File: config.mk
export PLATFORM = sky130hd
export DESIGN_NAME = gppa_ctrl
export DESIGN_NICKNAME = d
export VERILOG_FILES = /design/src/design/gppa_pkg.sv /design/src/design/gppa_ctrl.sv
export SDC_FILE = /design/constraint.sdc
export NUM_CORES = 1
export LEC_CHECK = 0
export BUFFER_PORTS_ARGS = -buffer_cell sky130_fd_sc_hd__buf_2
export CORE_AREA = 2 2 39 41
export DETAILED_ROUTE_END_ITERATION = 16
export DIE_AREA = 0 0 41 43
export HOLD_SLACK_MARGIN = 0.12
export PLACE_DENSITY_LB_ADDON = 0.2
export SETUP_SLACK_MARGIN = 0.02
export SLEW_MARGIN = 10
export SYNTH_ARGS = -nofsm -noshare
export SYNTH_HDL_FRONTEND = slang
export SYNTH_SLANG_ARGS = --single-unit
File: constraint.sdc
create_clock -name clk_i -period 2.8 [get_ports clk_i]
set_input_delay 0.28 -clock clk_i [delete_from_list [all_inputs] [get_ports clk_i]]
set_output_delay 0.28 -clock clk_i [all_outputs]
set_load 0.05 [all_outputs]
File: src/design/gppa_pkg.sv
// Shared types and constants for the grouped particle pool ager.
`timescale 1ns / 1ps
`default_nettype none

package gppa_pkg;

  localparam int LINK_W = 7;
  localparam logic [LINK_W-1:0] NULL_LINK = 7'h7F;
  localparam int AGE_W = 32;
  localparam int PROD_W = 64;
  localparam int DCNT_W = 6;
  localparam int SLOT_W = 6;
  localparam int CNT_W = 7;

  typedef enum logic [1:0] {
    RES_DONE   = 2'd0,
    RES_PAUSED = 2'd1,
    RES_FULL   = 2'd2
  } res_e;

  typedef enum logic [3:0] {
    S_IDLE,
    S_DEC,
    S_ADD_RD,
    S_ADD_WR,
    S_GRP,
    S_CHK,
    S_RD,
    S_A1,
    S_MUL,
    S_DIVGO,
    S_DIV,
    S_UPD,
    S_UNLINK,
    S_DN_OK,
    S_DN_PAUSED,
    S_DN_FULL
  } state_e;

  typedef struct packed {
    logic latch;
    logic rd_free;
    logic add_wr;
    logic grp_load;
    logic grp_next;
    logic ent_a1;
    logic ent_mul;
    logic div_start;
    logic ent_upd;
    logic ent_unlink;
    logic res_load;
    res_e res_status;
  } cmd_t;

  typedef struct packed {
    logic paused;
    logic is_tick;
    logic free_ok;
    logic cur_link;
    logic last_grp;
    logic div_done;
    logic expired;
    logic out_free;
  } sts_t;

endpackage

`default_nettype wire

File: src/design/gppa_ctrl.sv
// Controller: sequences adds, list walks and per-entry aging over the datapath.
`timescale 1ns / 1ps
`default_nettype none

module gppa_ctrl
  import gppa_pkg::*;
(
  input  wire logic clk_i,
  input  wire logic rst_ni,
  input  wire logic in_valid_i,
  output logic      in_ready_o,
  input  wire sts_t sts_i,
  output cmd_t      cmd_o
);

  state_e state_q, state_d;

  always_ff @(posedge clk_i or negedge rst_ni) begin
    if (!rst_ni) begin
      state_q <= S_IDLE;
    end else begin
      state_q <= state_d;
    end
  end

  always_comb begin
    state_d = state_q;
    case (state_q)
      S_IDLE: begin
        if (in_valid_i) state_d = S_DEC;
      end
      S_DEC: begin
        if (sts_i.paused) state_d = S_DN_PAUSED;
        else if (sts_i.is_tick) state_d = S_GRP;
        else if (sts_i.free_ok) state_d = S_ADD_RD;
        else state_d = S_DN_FULL;
      end
      S_ADD_RD: state_d = S_ADD_WR;
      S_ADD_WR: state_d = S_DN_OK;
      S_GRP:    state_d = S_CHK;
      S_CHK: begin
        if (sts_i.cur_link) state_d = S_RD;
        else if (sts_i.last_grp) state_d = S_DN_OK;
        else state_d = S_GRP;
      end
      S_RD:    state_d = S_A1;
      S_A1:    state_d = S_MUL;
      S_MUL:   state_d = S_DIVGO;
      S_DIVGO: state_d = S_DIV;
      S_DIV: begin
        if (sts_i.div_done) state_d = S_UPD;
      end
      S_UPD:    state_d = sts_i.expired ? S_UNLINK : S_CHK;
      S_UNLINK: state_d = S_CHK;
      S_DN_OK, S_DN_PAUSED, S_DN_FULL: begin
        if (sts_i.out_free) state_d = S_IDLE;
      end
      default: state_d = S_IDLE;
    endcase
  end

  always_comb begin
    cmd_o            = '0;
    cmd_o.res_status = RES_DONE;
    in_ready_o       = 1'b0;
    case (state_q)
      S_IDLE: begin
        in_ready_o  = 1'b1;
        cmd_o.latch = in_valid_i;
      end
      S_ADD_RD:  cmd_o.rd_free  = 1'b1;
      S_ADD_WR:  cmd_o.add_wr   = 1'b1;
      S_GRP:     cmd_o.grp_load = 1'b1;
      S_CHK:     cmd_o.grp_next = !sts_i.cur_link && !sts_i.last_grp;
      S_A1:      cmd_o.ent_a1   = 1'b1;
      S_MUL:     cmd_o.ent_mul  = 1'b1;
      S_DIVGO:   cmd_o.div_start = 1'b1;
      S_UPD:     cmd_o.ent_upd  = 1'b1;
      S_UNLINK:  cmd_o.ent_unlink = 1'b1;
      S_DN_OK: begin
        cmd_o.res_load = sts_i.out_free;
      end
      S_DN_PAUSED: begin
        cmd_o.res_load   = sts_i.out_free;
        cmd_o.res_status = RES_PAUSED;
      end
      S_DN_FULL: begin
        cmd_o.res_load   = sts_i.out_free;
        cmd_o.res_status = RES_FULL;
      end
      default: cmd_o = '0;
    endcase
  end

endmodule

`default_nettype wire
==> key figures, run 1 <==
Layout
  – Area grow syn2layout: 21.5%
  – Final Cell Area: 622 um2
  – Most flop-heavy register: state_q
  – Flip-flop count of the largest register after layout: 4
  – Commonest non-fill, non-tap cells in the layout: 24 x buf_2, 16 x nor2_1
  – Biggest regs: state_q: 4 flops
  – Final #Nets: 103
  – ANT cells: 0
  – Most common cell after layout, fill and taps aside: buf_2
  – Layout cells sized above 1: 35.6%

STA
  – Fin crit share: 69.9%
  – Final setup fails: 0
  – Unrepaired setup endpoints after global routing: false
  – Setup TNS: 0 ns
  – Slew HR: 59.2%
  – Final Skew: 0.00286 ns
  – Post-route minimum period: 1.96 ns
  – Slew @ Worst Pin: 0.612 ns
  – Slew Viols, Final: 0
  – Max Fclk: 0.511 GHz
  – Hold Violations, Final: 0
  – Hold_ws: 0.396 ns

Power
  – Worst VDD drop: 0.438 mV
  – Leakage: 0.301 nW
  – PwrDens: 1220 mW/mm2

Detailed routing
  – DR pass1 iterations: 4
  – Post-route ant nets: 0
  – Vias: 557
  – WL/cell: 11.6 um
  – Routed vias/inst: 5.25
  – Routed WL: 1230 um
  – Initial DRC Count: 9
  – Remaining DRCs: 0

Yosys
  – Top cells by area, synth: dfrtp_1 20%, nor2_1 12%, nand2b_1 4.9%
  – Seq/Total Area, Yosys: 19.6%
  – Async S/R FF share, synth: 100%
  – Flops & latches, synth: 4
  – Synth area leader: dfrtp_1
  – Synth unique cells: 29
  – Mapped Area: 512 um2
  – EDFF count, synth: 0
  – Post-synth top area share: 19.6%
  – Yosys warnings: 0
  – Cells after Synth: 69
  – Syn_nets: 80
  – Syn_area_per_cell: 7.42 um2
  – Synth Flop Type: dfrtp_1

Critical path
  – Crit path max fanout: 20
  – Critical Path Sink Type: output port
  – R2R setup slack: 1.09 ns
  – R2r startpoint: state_q[2]$_DFFE_PN0P_
  – Cells along the critical path: nand2b_1, nor4_1, buf_2
  – Req. time, crit path: 2.52 ns
  – Worst R2R End: state_q[0]$_DFFE_PN0P_
  – Critical path's largest stage delay: 0.72 ns
  – Crit path DAT: 1.68 ns
  – Worst R2R Path Depth: 4
  – Crit path kind: reg2out
  – Setup crit start: state_q[2]$_DFFE_PN0P_
  – Crit-path slowest cell: dfrtp_1
  – Startpoint types: register

Floorplanning
  – Die Area: 0.00176 mm2
  – Die Y: 43 um
  – Starting Density: 37.0%
  – Rows: 14
  – Core Box Area: 0.00138 mm2
  – Die width: 41 um
  – I/O pins: 25

Placed design
  – HPWL Detailed: 883 um
  – Gpl congestion: 0.779
  – Area after DPL: 589 um2
  – Port-buffer cells: 24

Clock tree
  – H-tree depth: 1
  – # clock sinks: 4
  – Post-CTS Setup Inserts: 0
  – Cts bufs inserted: 3
  – Clock slew at reported path FFs: 0.04 ns
  – Post-cts resize count: 0
  – Clock latency on the worst-skew pair: 0.23 ns
  – Max clock buf depth: 2
  – Root Driver: clkbuf_4
  – CTS tree: done

Global route
  – Global-route wire length before repair: 1960 um
  – Total grt overflow: 0
  – Largest net degree at the start of global routing: 21
  – Vias in the first global route: 483
  – Initial antenna violation count: 0
  – Gr usage total: 16.0%

Run status
  – Status: complete, no violations

Flow run
  – Max-Cap Viols: 0

Hold path
  – Hold crit path type: in2async
-- cells in the mapped netlist (all sizes together), types with 2 or more instances --
| master | count |
|---|---|
| a211oi | 2 |
| nand3b | 2 |
| nor4 | 2 |
| buf | 7 |
| nand2b | 4 |
| nor3 | 5 |
| nand2 | 4 |
| a21oi | 4 |
| nor2 | 16 |
| dfrtp | 4 |
| nor2b | 3 |
| o21ai | 3 |
-- metal layers --
layer,GRT usage [%],share of wire (%),vias up
li1,-,-,291
met4,8.00,1.1,0
met5,0,0,-
met2,21.6,46,16
met1,23.5,48,248
met3,3.14,4.6,2
-- worst max path at each step --
stage | to | slack, ns | cells after the start
after floorplan | cmd_o[12] | 0.27 | 3
after global placement | cmd_o[8] | 1.05 | 3
after detailed placement | cmd_o[8] | 1.06 | 3
after CTS | cmd_o[8] | 0.81 | 3
after global routing | cmd_o[8] | 0.68 | 3
final | cmd_o[8] | 0.84 | 3
-- stage by stage --
step	total power, mW	worst slack, ns	utilization (%)	std cells
floorplan	0.664	0.274	-	69
global placement	0.692	1.05	42.6	102
detailed placement	0.692	1.06	42.6	102
finish	0.760	0.842	44.9	106
CTS	0.766	0.814	44.9	106
global route	0.823	0.677	44.9	106
-- where the power goes --
group	internal [mW]	switching [mW]
Clock	0.0479	0.0222
Combinational	0.175	0.305
Sequential	0.0874	0.123
Total	0.310	0.450
-- logic make-up after synthesis --
family | after synthesis | synth area share [%]
AND/OR/NAND/NOR | 43 | 46.5
buffers and inverters | 8 | 13.0
AO/OA/AOI/OAI | 12 | 16.1
multiplexers | 2 | 4.89
flip-flops | 4 | 19.6
-- worst max-delay path: cells and delay by family (launching register included) --
kind | cells | cell delay [ns]
flops | 1 | 0.72
buf+inv | 1 | 0.30
simple gates | 2 | 0.42
-- cell type report --
cell class,instances,area (um2)
fillers,163,762
multi-input cells,57,345
flip-flops and latches,4,100
well taps,16,20.0
repair buffers,25,130
inverters,1,3.75
clock buffers,3,22.5
-- repair_timing --
item / 4_1_cts / 5_1_grt
endpoints found under the hold margin: 4 / 0
setup endpoints to repair: 0 / 0
hold buffers: 1 / 0
No activity file was read; power rests on OpenSTA's default activity.
==> inputs of run 2 (changes only) <==
CORE_AREA = not set   (was 2 2 39 41)
CORE_MARGIN = 2   (was not set)
CORE_UTILIZATION = 39   (was not set)
DIE_AREA = not set   (was 0 0 41 43)
clock period = 1.6 ns   (was 2.8 ns; I/O delays follow)
==> run 2 against run 1 <==
  * Wire length increased by 13%
  * Global-route usage grew 2.8 points
  * Hold slack got worse by 0.14 ns
  * Critical path type unchanged
  * Sequential share of layout area shrank 2.9 points
  * Non-clock buffer count rose by 11
  * Worst setup slack got worse by 0.80 ns
  * Final area grew 25%
  * Clock-buffer cell count unchanged
==> key figures, run 2 (synthesis gave the netlist of run 1 again) <==
Critical path
  – Critical path's largest stage delay: 0.44 ns
  – Critical Path Sink Type: output port
  – Req. time, crit path: 1.44 ns
  – Crit path kind: reg2out
  – Startpoint types: register
  – Crit-path slowest cell: dfrtp_2
  – Crit path DAT: 1.40 ns
  – Crit path max fanout: 8
  – Cells along the critical path: or2_4, and4_2, buf_4

Layout
  – Fillcell total: 119
  – Commonest non-fill, non-tap cells in the layout: 18 x buf_4, 15 x nor2_1, 14 x buf_2
  – Biggest regs: state_q: 4 flops
  – Most flop-heavy register: state_q
  – Flip-flop count of the largest register after layout: 4
  – Final #Nets: 114
  – Layout cells sized above 1: 49.5%
  – Most common cell after layout, fill and taps aside: buf_4
  – Final Cell Area: 778 um2
  – ANT cells: 0
  – Area grow syn2layout: 52.1%

Detailed routing
  – Post-route ant nets: 0
  – Initial DRC Count: 10
  – Routed WL: 1400 um
  – DR pass1 iterations: 4
  – WL/cell: 12.0 um
  – Routed vias/inst: 5.19
  – Remaining DRCs: 0
  – Vias: 602

Floorplanning
  – Die width: 40.2 um
  – Rows: 13
  – I/O pins: 25
  – Core Box Area: 0.00127 mm2
  – Starting Density: 40.3%
  – Die Area: 0.00162 mm2
  – Die Y: 40.2 um

Clock tree
  – Root Driver: clkbuf_4
  – # clock sinks: 4
  – Cts bufs inserted: 3
  – H-tree depth: 1
  – Clock latency on the worst-skew pair: 0.24 ns
  – CTS tree: done
  – Clock slew at reported path FFs: 0.04 ns
  – Max clock buf depth: 2

Power
  – PwrDens: 2170 mW/mm2
  – Power Total: 1.69 mW
  – Worst VDD drop: 0.940 mV
  – Leakage: 0.359 nW

Placed design
  – Area after DPL: 679 um2
  – HPWL Detailed: 1020 um
  – Gpl congestion: 0.730
  – Port-buffer cells: 24
  – Worst slack at placement: 0.0951 ns

Flow run
  – Max-Cap Viols: 0

STA
  – Slew Viols, Final: 0
  – Hold_ws: 0.251 ns
  – Final Skew: 0.00317 ns
  – Slew HR: 74.5%
  – Setup TNS: 0 ns
  – Slew @ Worst Pin: 0.378 ns
  – Post-route minimum period: 1.56 ns
  – Max Fclk: 0.643 GHz
  – Final setup fails: 0
  – Unrepaired setup endpoints after global routing: true
  – Hold Violations, Final: 0
  – Fin crit share: 97.2%
  – Setup ws final: 0.0442 ns

Run status
  – Status: complete, no violations

Global route
  – Global-route wire length before repair: 2010 um
  – Gr usage total: 18.9%
  – Vias in the first global route: 479
  – Initial antenna violation count: 0
  – Largest net degree at the start of global routing: 13
  – Total grt overflow: 0

Hold path
  – Hold crit path type: in2async
run 2: power breakdown:
group          total (mW)  switching [mW]  internal [mW]
registers           0.223          0.0613          0.161
clock network       0.133          0.0483         0.0844
logic                1.33           0.800          0.534
total                1.69           0.910          0.779
run 2: worst paths after layout:
kind | slack [ns] | start | end | depth (start not counted)
min reg2reg | 0.67 | state_q[0]$_DFFE_PN0P_ | state_q[2]$_DFFE_PN0P_ | 2
min in group clk_i | 0.26 | sts_i[1] | state_q[3]$_DFFE_PN0P_ | 4
min | 0.25 | rst_ni | state_q[3]$_DFFE_PN0P_ | 2
max | 0.04 | state_q[1]$_DFFE_PN0P_ | cmd_o[2] | 3
max in group asynchronous | 1.22 | rst_ni | state_q[2]$_DFFE_PN0P_ | 2
max reg2reg | 0.08 | state_q[2]$_DFFE_PN0P_ | state_q[0]$_DFFE_PN0P_ | 5
run 2: cell type report:
class	instances	area (um2)	share of cell area [%]
inverters	1	3.75	0.482
well taps	15	18.8	2.41
repair buffers	36	245	31.5
clock buffers	3	22.5	2.89
flip-flops and latches	4	103	13.2
multi-input cells	57	385	49.5
run 2: timing repair:
action | CTS | global route
setup endpoints to repair | 12 | 11
gates cloned | 0 | 0
endpoints found under the hold margin | 4 | 0
resized for setup | 7 | 16
hold buffers | 1 | 0
setup buffers | 2 | 0
pin swaps | 0 | 1
run 2: per-layer routing:
layer  up-vias  GRT usage, %  wire, um
met5         -             0         0
met4         0          7.50         0
met3         0          7.22        72
met2        13          26.6       658
met1       280          25.4       664
li1        309             -         -
run 2: stage by stage:
step	utilization (%)	std cells
final	61.3	116
after global placement	53.6	110
after floorplan	-	69
after CTS	58.7	116
after detailed placement	53.6	110
after global routing	61.3	116
run 2: worst max-delay path: cells and delay by family (launching register included):
| kind | cells | cell delay, ns |
|---|---|---|
| flops | 1 | 0.44 |
| buf+inv | 1 | 0.18 |
| simple gates | 2 | 0.53 |
==> inputs of run 3 (changes only) <==
CORE_MARGIN = 4   (was 2)
==> run 3 against run 2 <==
  * First-iteration DRC count is the same
  * Power increased by 3.7%
  * Die area rose by 21%
  * Sequential share of layout area shrank 0.43 points
  * Register-to-register slack about the same
  * Via count rose by 5.6%
  * Sequential power is 4% higher
  * Core utilization grew 7.4 points
  * Clock skew is 0.0017 ns lower
  * Clock-buffer cell count unchanged
  * Maximum frequency up 1.5%
  * Highest routed layer is now met4
==> key figures, run 3 (synthesis gave the netlist of run 1 again) <==
Layout
  – Commonest non-fill, non-tap cells in the layout: 14 x buf_4, 13 x buf_2, 12 x nor2_1
  – End-of-flow core utilization: 68.7%
  – Layout cells sized above 1: 54.0%
  – Flip-flop count of the largest register after layout: 4
  – Area grow syn2layout: 57.2%
  – Most common cell after layout, fill and taps aside: buf_4
  – Final #Nets: 113
  – Most flop-heavy register: state_q
  – Biggest regs: state_q: 4 flops
  – ANT cells: 0

STA
  – Slew HR: 79.5%
  – Final Skew: 0.00145 ns
  – Final setup fails: 0
  – Hold Violations, Final: 0
  – Max Fclk: 0.653 GHz
  – Unrepaired setup endpoints after global routing: true
  – Fin crit share: 95.8%
  – Slew Viols, Final: 0
  – Post-route minimum period: 1.53 ns
  – Slew @ Worst Pin: 0.303 ns

Detailed routing
  – Routed vias/inst: 5.58
  – Post-route ant nets: 0
  – DR pass1 iterations: 4
  – Initial DRC Count: 10
  – Vias: 636
  – WL/cell: 14.1 um
  – Routed WL: 1610 um
  – Remaining DRCs: 0

Critical path
  – Crit path DAT: 1.37 ns
  – Crit path kind: reg2out
  – Req. time, crit path: 1.44 ns
  – Crit path max fanout: 14
  – Startpoint types: register
  – Critical Path Sink Type: output port

Floorplanning
  – Rows: 12
  – Die width: 44.2 um
  – I/O pins: 25
  – Core Box Area: 0.00117 mm2
  – Die Y: 44.2 um
  – Starting Density: 43.7%
  – Die Area: 0.00196 mm2

Placed design
  – Port-buffer cells: 24
  – Gpl congestion: 0.815
  – HPWL Detailed: 1090 um

Clock tree
  – H-tree depth: 1
  – Cts bufs inserted: 3
  – CTS tree: done
  – Max clock buf depth: 2
  – Clock latency on the worst-skew pair: 0.24 ns
  – Clock slew at reported path FFs: 0.04 ns
  – Root Driver: clkbuf_4
  – # clock sinks: 4

Power
  – Power Total: 1.75 mW
  – PwrDens: 2180 mW/mm2
  – Leakage: 0.363 nW
  – Worst VDD drop: 1.06 mV

Global route
  – Largest net degree at the start of global routing: 15
  – Vias in the first global route: 543
  – Global-route wire length before repair: 2290 um
  – Gr usage total: 15.5%
  – Initial antenna violation count: 0
  – Total grt overflow: 0

Flow run
  – Max-Cap Viols: 0

Hold path
  – Hold crit path type: in2async

Run status
  – Status: complete, no violations
## run 3: changes by cell type in the layout (fill, tap and decap cells not counted)
cell | previous run | this run
buf_4 | 18 | 14
buf_6 | 2 | 6
nor2_1 | 15 | 12
nor2_2 | 1 | 4
nand2b_1 | 4 | 2
buf_2 | 14 | 13
nand2b_2 | 0 | 1
nand2b_4 | 0 | 1
o21ai_0 | 2 | 1
o21ai_1 | 1 | 2
## run 3: routing by layer
layer,track usage (%),part of all wire [%]
met2,29.4,53
met3,3.66,6.1
met1,16.5,40
met4,5.42,1.1
met5,0,0
## run 3: cell type report
class | instances | area, um2
inverter | 1 | 3.75
multi-input combinational | 57 | 403
sequential | 4 | 103
tap | 14 | 17.5
clock buffer | 3 | 22.5
fill | 99 | 367
timing repair buffer | 35 | 255
## run 3: final timing paths
check	from	to	slack, ns	depth (start not counted)
worst max-delay path	state_q[1]$_DFFE_PN0P_	cmd_o[8]	0.07	4
worst min-delay path	rst_ni	state_q[1]$_DFFE_PN0P_	0.26	2
worst max register to register	state_q[2]$_DFFE_PN0P_	state_q[3]$_DFFE_PN0P_	0.09	7
worst min register to register	state_q[0]$_DFFE_PN0P_	state_q[2]$_DFFE_PN0P_	0.64	2
max in group asynchronous	rst_ni	state_q[3]$_DFFE_PN0P_	1.20	2
min in group clk_i	sts_i[1]	state_q[3]$_DFFE_PN0P_	0.30	4
## run 3: worst max-delay path, cell delays in order, from the launching register on
cell and delay (ns):
dfrtp_1 0.38, buf_4 0.18, nand2b_2 0.23, nor4_4 0.15, buf_6 0.19
## run 3: what timing repair did
action | 4_1_cts | 5_1_grt
endpoints found under the hold margin | 4 | 0
gates resized for setup | 11 | 21
setup buffers | 0 | 5
hold buffers | 1 | 0
setup endpoints to repair | 12 | 10
## run 3: stage by stage
stage          hold slack [ns]  setup TNS [ns]  setup WS, ns  cell area [um2]  cells
6_report                 0.259               0        0.0677              805    114
5_1_grt                  0.269        -0.00233      -0.00194              805    114
4_1_cts                  0.254               0       0.00693              706    109
3_5_place_dp           -0.0303               0        0.0913              648    105
3_3_place_gp           -0.0342               0        0.0981              648    105
2_1_floorplan           -0.136           -1.11        -0.347              536     69
## run 3: power breakdown
group | internal (mW) | switching, mW | total (mW)
clock network | 0.0843 | 0.0469 | 0.131
registers | 0.161 | 0.0705 | 0.232
logic | 0.555 | 0.833 | 1.39
total | 0.801 | 0.950 | 1.75
